`config.mk`:
```
export PLATFORM = sky130hd
export DESIGN_NAME = disc_pixel_coverage_count_top
export DESIGN_NICKNAME = d
export VERILOG_FILES = /design/src/dpcc_pkg.sv /design/src/disc_pixel_coverage_count_top.sv
export SDC_FILE = /design/constraint.sdc
export NUM_CORES = 1
export LEC_CHECK = 0
export ABC_AREA = 1
export BUFFER_PORTS_ARGS = -buffer_cell sky130_fd_sc_hd__buf_2
export CAP_MARGIN = 15
export CORE_UTILIZATION = 45
export DETAILED_ROUTE_END_ITERATION = 7
export GPL_TIMING_DRIVEN = 0
export HOLD_SLACK_MARGIN = 0.08
export PLACE_DENSITY_LB_ADDON = 0.3
export SLEW_MARGIN = 20
export SYNTH_ARGS = -nofsm -noshare
export SYNTH_HDL_FRONTEND = slang
export SYNTH_SLANG_ARGS = --single-unit
```
`constraint.sdc`:
```
create_clock -name i_clk -period 9.7 [get_ports i_clk]
set_clock_uncertainty 0.2 [all_clocks]
set_input_delay 1.94 -clock i_clk [delete_from_list [all_inputs] [get_ports i_clk]]
set_output_delay 1.94 -clock i_clk [all_outputs]
set_load 0.03 [all_outputs]
```
`src/dpcc_pkg.sv`:
```
// shared constants and types for the disc pixel coverage counter
package dpcc_pkg;

    // half extent of the scanned grid, pixel indices run -MAX_EXTENT..MAX_EXTENT
    localparam int MAX_EXTENT = 64;

    localparam int IN_W   = 16;
    localparam int IDX_W  = $clog2(MAX_EXTENT + 1);
    // doubled corner offset (2k-1)*width and its square
    localparam int OFS_W  = IN_W + $clog2(2 * MAX_EXTENT);
    localparam int SQ_W   = 2 * OFS_W;
    localparam int PROD_W = 2 * IN_W;
    localparam int LIM_W  = PROD_W + 2;
    localparam int CNT_W  = $clog2((2 * MAX_EXTENT + 1) * (2 * MAX_EXTENT + 1) + 1);
    localparam int OUT_CNT_W = 15;
    localparam int COUNT_MAX = 32767;

    typedef enum logic [2:0] {
        S_IDLE,
        S_SQR_R,
        S_SQR_W,
        S_ROW,
        S_COL,
        S_FIN
    } t_state;

endpackage

```
`src/disc_pixel_coverage_count_top.sv`:
```
// disc pixel coverage counter: counts grid pixels with a corner inside a disc
//
// Each beat on the slave side carries a disc radius and a pixel width (both
// unsigned Q4.12); one beat on the master side returns the number of pixels of
// the centred grid that have at least one corner within the radius, plus a flag
// that is set when a qualifying pixel lies on the outermost ring of the grid.
// Each item passes through a radius squaring step and a width squaring step,
// then for each qualifying row a row step plus a column step per tested pixel
// of that quadrant row (qualifying pixels plus the first failing one, at most
// MAX_EXTENT+1), one more row step when a row fails, and a finish step that
// posts the result and waits while the previous result is still unread. The
// column scan steps a single add and compare unit over one pixel each cycle,
// with squared offsets built up by running sums.
// The slave side is not ready while an item is in work; a finished result
// waits in an output register, so the next item may be taken meanwhile.
module disc_pixel_coverage_count_top (
    input  logic        i_clk,
    input  logic        i_rst_n,
    input  logic        i_s_axis_tvalid,
    output logic        o_s_axis_tready,
    input  logic [31:0] i_s_axis_tdata,   // radius[15:0], pixel_size[31:16]
    output logic        o_m_axis_tvalid,
    input  logic        i_m_axis_tready,
    output logic [15:0] o_m_axis_tdata,   // pixel_count[14:0], zero[15]
    output logic        o_m_axis_tuser    // truncated[0]
);
    import dpcc_pkg::*;

    t_state r_state, n_state;

    logic [IN_W-1:0]      r_rad, n_rad;
    logic [IN_W-1:0]      r_wid, n_wid;
    logic [LIM_W-1:0]     r_limit, n_limit;
    logic [PROD_W-1:0]    r_w2, n_w2;
    logic [SQ_W-1:0]      r_sqx, n_sqx;
    logic [SQ_W-1:0]      r_dlx, n_dlx;
    logic [LIM_W-1:0]     r_rem, n_rem;
    logic [SQ_W-1:0]      r_sqy, n_sqy;
    logic [SQ_W-1:0]      r_dly, n_dly;
    logic [IDX_W-1:0]     r_i, n_i;
    logic [IDX_W-1:0]     r_j, n_j;
    logic [CNT_W-1:0]     r_count, n_count;
    logic                 r_edge, n_edge;
    logic                 r_ovalid, n_ovalid;
    logic [OUT_CNT_W-1:0] r_ocount, n_ocount;
    logic                 r_oedge, n_oedge;

    logic                 in_accept;
    logic                 out_load;
    logic [IN_W-1:0]      mul_op;
    logic [PROD_W-1:0]    prod;
    logic [SQ_W-1:0]      w8;
    logic                 row_fail;
    logic                 col_fail;
    logic                 last_row;
    logic                 last_col;
    logic                 row_end;
    logic [1:0]           wt_shift;
    logic [OUT_CNT_W-1:0] sat_count;

    // shared squarer: radius first, then width
    assign mul_op   = (r_state == S_SQR_R) ? r_rad : r_wid;
    assign prod     = PROD_W'(mul_op) * PROD_W'(mul_op);
    assign w8       = SQ_W'({r_w2, 3'b000});

    assign row_fail = r_sqx > SQ_W'(r_limit);
    assign col_fail = r_sqy > SQ_W'(r_rem);
    assign last_row = r_i == IDX_W'(MAX_EXTENT);
    assign last_col = r_j == IDX_W'(MAX_EXTENT);
    assign row_end  = col_fail || last_col;
    // weight 1, 2 or 4 by quadrant symmetry
    assign wt_shift = {1'b0, (r_i != '0)} + {1'b0, (r_j != '0)};

    assign sat_count = (32'(r_count) > 32'(COUNT_MAX)) ? OUT_CNT_W'(COUNT_MAX)
                                                       : OUT_CNT_W'(r_count);

    // outputs of the sequencer
    always_comb begin
        o_s_axis_tready = (r_state == S_IDLE);
        out_load        = (r_state == S_FIN) && (!r_ovalid || i_m_axis_tready);
    end

    assign in_accept = i_s_axis_tvalid && o_s_axis_tready;

    // next state
    always_comb begin
        n_state = r_state;
        unique case (r_state)
            S_IDLE: begin
                if (in_accept) n_state = S_SQR_R;
            end
            S_SQR_R: n_state = S_SQR_W;
            S_SQR_W: n_state = S_ROW;
            S_ROW: begin
                n_state = row_fail ? S_FIN : S_COL;
            end
            S_COL: begin
                if (row_end) n_state = last_row ? S_FIN : S_ROW;
            end
            S_FIN: begin
                if (out_load) n_state = S_IDLE;
            end
            default: n_state = S_IDLE;
        endcase
    end

    // datapath
    always_comb begin
        n_rad    = r_rad;
        n_wid    = r_wid;
        n_limit  = r_limit;
        n_w2     = r_w2;
        n_sqx    = r_sqx;
        n_dlx    = r_dlx;
        n_rem    = r_rem;
        n_sqy    = r_sqy;
        n_dly    = r_dly;
        n_i      = r_i;
        n_j      = r_j;
        n_count  = r_count;
        n_edge   = r_edge;
        n_ocount = r_ocount;
        n_oedge  = r_oedge;
        n_ovalid = r_ovalid;

        if (r_ovalid && i_m_axis_tready) n_ovalid = 1'b0;

        unique case (r_state)
            S_IDLE: begin
                if (in_accept) begin
                    n_rad = i_s_axis_tdata[IN_W-1:0];
                    n_wid = i_s_axis_tdata[2*IN_W-1:IN_W];
                end
            end
            S_SQR_R: begin
                n_limit = {prod, 2'b00};
            end
            S_SQR_W: begin
                // offsets squared: w^2, w^2, then running sum with step 8k*w^2
                n_w2    = prod;
                n_sqx   = SQ_W'(prod);
                n_dlx   = '0;
                n_i     = '0;
                n_count = '0;
                n_edge  = 1'b0;
            end
            S_ROW: begin
                n_rem = r_limit - r_sqx[LIM_W-1:0];
                n_sqy = SQ_W'(r_w2);
                n_dly = '0;
                n_j   = '0;
            end
            S_COL: begin
                if (!col_fail) begin
                    n_count = r_count + (CNT_W'(1) << wt_shift);
                    if (last_row || last_col) n_edge = 1'b1;
                end
                if (row_end) begin
                    if (!last_row) begin
                        n_i   = r_i + IDX_W'(1);
                        n_sqx = r_sqx + r_dlx;
                        n_dlx = r_dlx + w8;
                    end
                end else begin
                    n_j   = r_j + IDX_W'(1);
                    n_sqy = r_sqy + r_dly;
                    n_dly = r_dly + w8;
                end
            end
            S_FIN: begin
                if (out_load) begin
                    n_ocount = sat_count;
                    n_oedge  = r_edge;
                    n_ovalid = 1'b1;
                end
            end
            default: ;
        endcase
    end

    always_ff @(posedge i_clk) begin
        if (!i_rst_n) begin
            r_state  <= S_IDLE;
            r_ovalid <= 1'b0;
        end else begin
            r_state  <= n_state;
            r_ovalid <= n_ovalid;
        end
    end

    always_ff @(posedge i_clk) begin
        r_rad    <= n_rad;
        r_wid    <= n_wid;
        r_limit  <= n_limit;
        r_w2     <= n_w2;
        r_sqx    <= n_sqx;
        r_dlx    <= n_dlx;
        r_rem    <= n_rem;
        r_sqy    <= n_sqy;
        r_dly    <= n_dly;
        r_i      <= n_i;
        r_j      <= n_j;
        r_count  <= n_count;
        r_edge   <= n_edge;
        r_ocount <= n_ocount;
        r_oedge  <= n_oedge;
    end

    assign o_m_axis_tvalid = r_ovalid;
    assign o_m_axis_tdata  = {1'b0, r_ocount};
    assign o_m_axis_tuser  = r_oedge;

`ifndef SYNTHESIS
    a_accept_starts: assert property (@(posedge i_clk) disable iff (!i_rst_n)
        in_accept |=> r_state == S_SQR_R)
        else $error("accepted beat did not start the squaring step");

    a_result_from_fin: assert property (@(posedge i_clk) disable iff (!i_rst_n)
        $rose(o_m_axis_tvalid) |-> $past(r_state) == S_FIN)
        else $error("result posted outside the finish step");

    a_scan_in_grid: assert property (@(posedge i_clk) disable iff (!i_rst_n)
        (r_state == S_COL) |-> (r_i <= IDX_W'(MAX_EXTENT) && r_j <= IDX_W'(MAX_EXTENT)))
        else $error("scan index beyond grid extent");

    a_count_bound: assert property (@(posedge i_clk) disable iff (!i_rst_n)
        (r_state == S_COL || r_state == S_FIN) |->
            32'(r_count) <= 32'((2 * MAX_EXTENT + 1) * (2 * MAX_EXTENT + 1)))
        else $error("pixel count exceeds grid size");
`endif

endmodule

```
======== Yosys cells after proc, flatten, opt, wreduce, memory -nomap -nowiden ========
Index checks and enable logic that the tools add are counted.
cells by class
  order comparisons ....................... 2
  $add $sub $neg .......................... 9
  shifts and indexed selects .............. 1
  multiplexer cells ....................... 30
  multipliers ............................. 1
  equality and inequality tests ........... 14
  reduce and logical (&&, ||, !) cells .... 19
operator list
  operator              count
  $pmux 46 s2           4
  $mux 46               6
  $add 46x35->46        2
  $add 46x46->46        2
  $gt 46x34->1          2
  $sub 34x34->34        1
  $mul 16x16->32        1
  $pmux 15 s2           1
  $pmux 7 s2            2
  $mux 7                3
  $pmux 3 s6            1
  $mux 16               1
  $add 15x15->15        1
  $mux 15               1
  $shl 1x2->15 const A  1
  $add 7x1->7 const B   2
  $eq 7x7->1 const B    2
  $reduce_bool 7->1     2
  $mux 3                4
  $ne 2x2->1 const B    6
  $reduce_and 3->1      3
  $reduce_and 2->1      4
  $eq 3x2->1 const B    2
  $eq 3x3->1 const B    2
  10 further kinds      20
word-level totals
  logic and storage cells ................. 93
  register bits after elaboration ......... 364

======== Longest topological paths before layout ========
  depth in word-level cells ............... 6
  gate-level depth with buffers ........... 35
  mapped depth without buffers ............ 33

======== Least setup slack after synthesis ========
OpenSTA, ideal clock, no wires.
  path type ............................... flip-flop to flip-flop
  start point ............................. register r_state[2]
  end point ............................... register r_dly[10], enable pin
  arrival time ............................ 7056 ps
  library setup time ...................... 673 ps
  cell stages (with the launch flop) ...... 4
  path slack .............................. 1771 ps
  cell sequence ........................... dfxtp_1 > inv_2 > nand2_1 > o21ai_0
on the way
  cells in the longest elaborated chain, start to end .. 3
  elaborated cells on any way between the ends .. 5
RTL lines
  what                                                              RTL line                              source
  from (decl)                                                       disc_pixel_coverage_count_top.sv:29   t_state r_state, n_state;
  from (signal assigned)                                            disc_pixel_coverage_count_top.sv:186  r_state <= n_state;
  $eq 3x3->1 or $eq 3x2->1 (tied branches)                          disc_pixel_coverage_count_top.sv:128  unique case (r_state)
  $ne 2x2->1 (no source line) or $reduce_bool 2->1 (tied branches)  -
  $reduce_and 2->1 (no source line) (*)                             -
  to (signal assigned)                                              disc_pixel_coverage_count_top.sv:200  r_dly <= n_dly;
  to (decl)                                                         disc_pixel_coverage_count_top.sv:39   logic [SQ_W-1:0] r_dly, n_dly;
Mark *: on every way between the ends. The rest lies on a longest branch, timed or not.
A chain may end at the register's enable or synchronous reset.

======== Worst setup path in the final report ========
  start point ............................. register r_state[0]
  end point ............................... register r_sqx[30] (data pin)
on the way
  cells in the longest elaborated chain, start to end .. 4
  elaborated cells on any way between the ends .. 6
RTL lines
  what                  RTL line                              source
  $eq 3x1->1            disc_pixel_coverage_count_top.sv:62   assign mul_op = (r_state == S_SQR_R) ? r_rad : r_wid;
  $mux 16               disc_pixel_coverage_count_top.sv:62
  $mul 16x16->32        disc_pixel_coverage_count_top.sv:63   assign prod = PROD_W'(mul_op) * PROD_W'(mul_op);
  named net prod[30]    disc_pixel_coverage_count_top.sv:51   logic [PROD_W-1:0] prod;
  $pmux 46 s2           disc_pixel_coverage_count_top.sv:128
  named net n_sqx[30]   disc_pixel_coverage_count_top.sv:35   logic [SQ_W-1:0] r_sqx, n_sqx;
  to (signal assigned)  disc_pixel_coverage_count_top.sv:196  r_sqx <= n_sqx;
  to (decl)             disc_pixel_coverage_count_top.sv:35
The timed path passes the listed nets, and every way through them passes these cells.

==> metrics <==
Post-synth EDFFs=approximately 350; Final nets=between 5,000 and 6,000; Post-synth ARST share=0; xor and xnor area share after synthesis=0.02579; vias per inst=about 5.4; WP data required=9980 ps; CTS tree=yes; number of antenna violations at the first check in global routing=1; htree depth=2; share of layout cells above drive strength 1=0.06272; post-DP HPWL=between 80,000 and 90,000 um; placed inst area=approximately 0.036 sq mm; Clock Sinks=roughly 350; post-synthesis instance area=approximately 0.035 sq mm; drt total wl=~110,000 um; initial drt markers=between 2,000 and 3,000; die area=a little under 0.08 sq mm; Post-synth top flop=edfxtp_1; count of final setup violators=0; Max Cap Viol=0; YS warnings=0; n_diodes=0; Final Cycle Share=0.8035; CP startpoint kind=flop; Core ar.=approximately 0.076 sq mm; GRT Total Usage=0.2752; Layout Utilization=0.4980; minimum clock period=slightly below 8000 ps; CTS root buffer=clkbuf_16; Detail Route Antenna Nets=0; worst hold path class=reg -> reg; Final Hold Viols=0; largest net degree at the start of global routing=73; hold_buf cts=0; crit path kind=reg -> reg; Post-CTS Setup Repair Bufs=0; Max clock buf depth=3; combinational family with the most area after synthesis=adder cells; row count=roughly 100; Simple-Gate Fraction of Synth Area=0.2087; Post-Synth Adder-Cell Area=0.2228; Setup crit end kind=flop; cell count after synthesis=4,403; first-pass GRT wire length=163,600 um; status=finished, final reports clean; clock latency on the worst-skew pair=620 ps; post-CTS sizing=0; average wire per standard cell=~19 um; Clock transition at path regs=roughly 60 ps; synthesis-to-layout area growth=9.350%; I/O Buffers=between 50 and 60; CTS Buf Count=between 40 and 50; die width=about 280 um; flops & latches, synth=between 300 and 400; Net Count, Synth=4,954; RSZ-0062 raised after global routing=no; Remaining Overflow, GRT=0; Avg Cell Area, Syn=just under 8 sq um; Slew HR=0.1846; die height=approximately 280 um; TritonRoute pass-1 iters=6; finished layout cell area=0.03789 sq mm; gpl congestion=1.014; Max Slew Vio Count=0; CP max FO=10; post-synthesis mux area share=0; Peak Freq=128.3 MHz; I/O pin total=55; initial core utilization=0.4554; sequential fraction of the synthesis area=0.3048; Final WS setup=1906 ps; Place WS=1964 ps; Arr. time, crit path=a little over 8000 ps; Vias=between 20,000 and 30,000; synth unique cells=60; complex-gate fraction of the synthesized area=0.1409; worst slew pin tran=approximately 1200 ps; drt drc=0; vias in the first global route=28,740
[routing by layer]
metal | share of wire | wire length (um) | global-route usage | up-vias
met5 | 0 | 0 | 0 | -
met4 | 0.046 | 4952 | 0.1174 | 0
met3 | 0.076 | 8113 | 0.04570 | 186
met2 | 0.45 | 48170 | 0.4474 | 1007
met1 | 0.43 | 46000 | 0.3619 | 13950
li1 | - | - | - | 14700
[through the flow]
step           hold slack [ps]  cells  setup TNS (ps)
3_3_place_gp             257.7   5486         -163890
6_report                 263.3   5574               0
5_1_grt                  285.4   5574               0
2_1_floorplan            200.3   4403               0
3_5_place_dp             250.8   5494               0
4_1_cts                  265.6   5574               0
[layout make-up]
type | count | area, sq um
Clock inverter | 30 | 319.1
Multi-Input combinational cell | 3179 | 20760
Fill cell | 7500 | 38190
Inverter | 829 | 3127
Timing Repair Buffer | 61 | 462.9
Clock buffer | 50 | 1124
Buffer | 42 | 239.0
Sequential cell | 353 | 10560
Tap cell | 1030 | 1289
[cell usage in the layout (no fill, tap or decap), drive strengths merged, types with 2 or more instances in the layout]
cell | Yosys | layout
a21o | 29 | 29
o211ai | 4 | 4
nor2 | 529 | 529
xnor2 | 32 | 32
nor3 | 58 | 58
o21bai | 39 | 39
o221ai | 2 | 2
bufinv | 0 | 3
nor4 | 23 | 23
ha | 345 | 345
clkinvlp | 0 | 4
edfxtp | 349 | 349
a211oi | 2 | 2
nand2 | 841 | 841
clkbuf | 18 | 68
and3 | 8 | 8
a22oi | 2 | 2
o21ai | 314 | 314
o21a | 18 | 18
dfxtp | 4 | 4
nor3b | 5 | 5
a21oi | 384 | 384
xor2 | 70 | 70
or2 | 9 | 9
nand4 | 34 | 34
and2 | 9 | 9
buf | 24 | 85
a21boi | 7 | 7
nand3 | 180 | 180
inv | 829 | 835
a31oi | 54 | 54
nand2b | 4 | 4
clkinv | 0 | 17
nand3b | 3 | 3
fa | 170 | 170
[final timing paths]
kind         cells after the start                     start  slack [ps]                     to
min reg2reg                      0  r_count[6]$_SDFFCE_PN0P_         260  r_ocount[6]$_DFFE_PP_
max reg2reg                     26   r_state[0]$_SDFFE_PN0P_        1910    r_sqx[30]$_DFFE_PP_
max                             26   r_state[0]$_SDFFE_PN0P_        1910    r_sqx[30]$_DFFE_PP_
min                              0  r_count[6]$_SDFFCE_PN0P_         260  r_ocount[6]$_DFFE_PP_
[critical path, stage by stage (launching register included)]
cell      delay [ps]
dfxtp_1          480
inv_2            150
nor2_4           140
nand2_4          170
o21ai_2          400
inv_1            250
clkbuf_1         370
nor2_1           280
fa_1             480
fa_1             520
fa_1             520
fa_1             510
fa_1             550
inv_1             60
fa_1             530
inv_1             40
ha_1             350
a21oi_1          190
o21ai_0          120
inv_1             80
nor2_1            40
nor2_1            90
nand3_1          170
a21oi_1          230
xor2_1           490
nand2_1          120
nand2_1          100
[registers in the layout, indices dropped and copies added (netlist names)]
name / count
r_i: 7
o_m_axis_tuser: 1
r_rem: 33
o_m_axis_tvalid: 1
r_state: 3
r_sqy: 45
r_count: 15
r_dly: 43
r_limit: 31
r_w2: 31
r_wid: 16
r_j: 7
r_rad: 16
r_edge: 1
r_dlx: 43
r_ocount: 15
r_sqx: 45
[synth_stat cells, drive strengths merged (2+ instances only)]
master  number  area, sq um
nand2      841         3214
inv        829         3122
nor2       529         2091
a21oi      384         1948
edfxtp     349        10480
ha         345         4317
o21ai      314         1774
nand3      180        940.9
fa         170         3403
xor2        70        613.1
nor3        58        305.3
a31oi       54        337.8
o21bai      39        315.3
nand4       34        212.7
xnor2       32        280.3
a21o        29        217.7
buf         24        167.7
nor4        23        215.2
clkbuf      18        67.56
o21a        18        135.1
and2         9        58.81
or2          9        56.30
and3         8        50.05
a21boi       7        52.55
nor3b        5        37.54
dfxtp        4        80.08
nand2b       4        25.02
o211ai       4        30.03
nand3b       3        22.52
a211oi       2        15.01
a22oi        2        15.01
o221ai       2        17.52
[cell families after synthesis]
logic type / after synthesis
buffers and inverters: 871
AOI/OAI and AO/OA: 858
adders and majority gates: 515
DFF: 353
other: 1
xor gates and xnor gates: 102
and+or+nand+nor: 1703
Power is left out: the tool's default activity adds up to more than one toggle a clock period on the data nets, which glitch-free logic cannot reach.
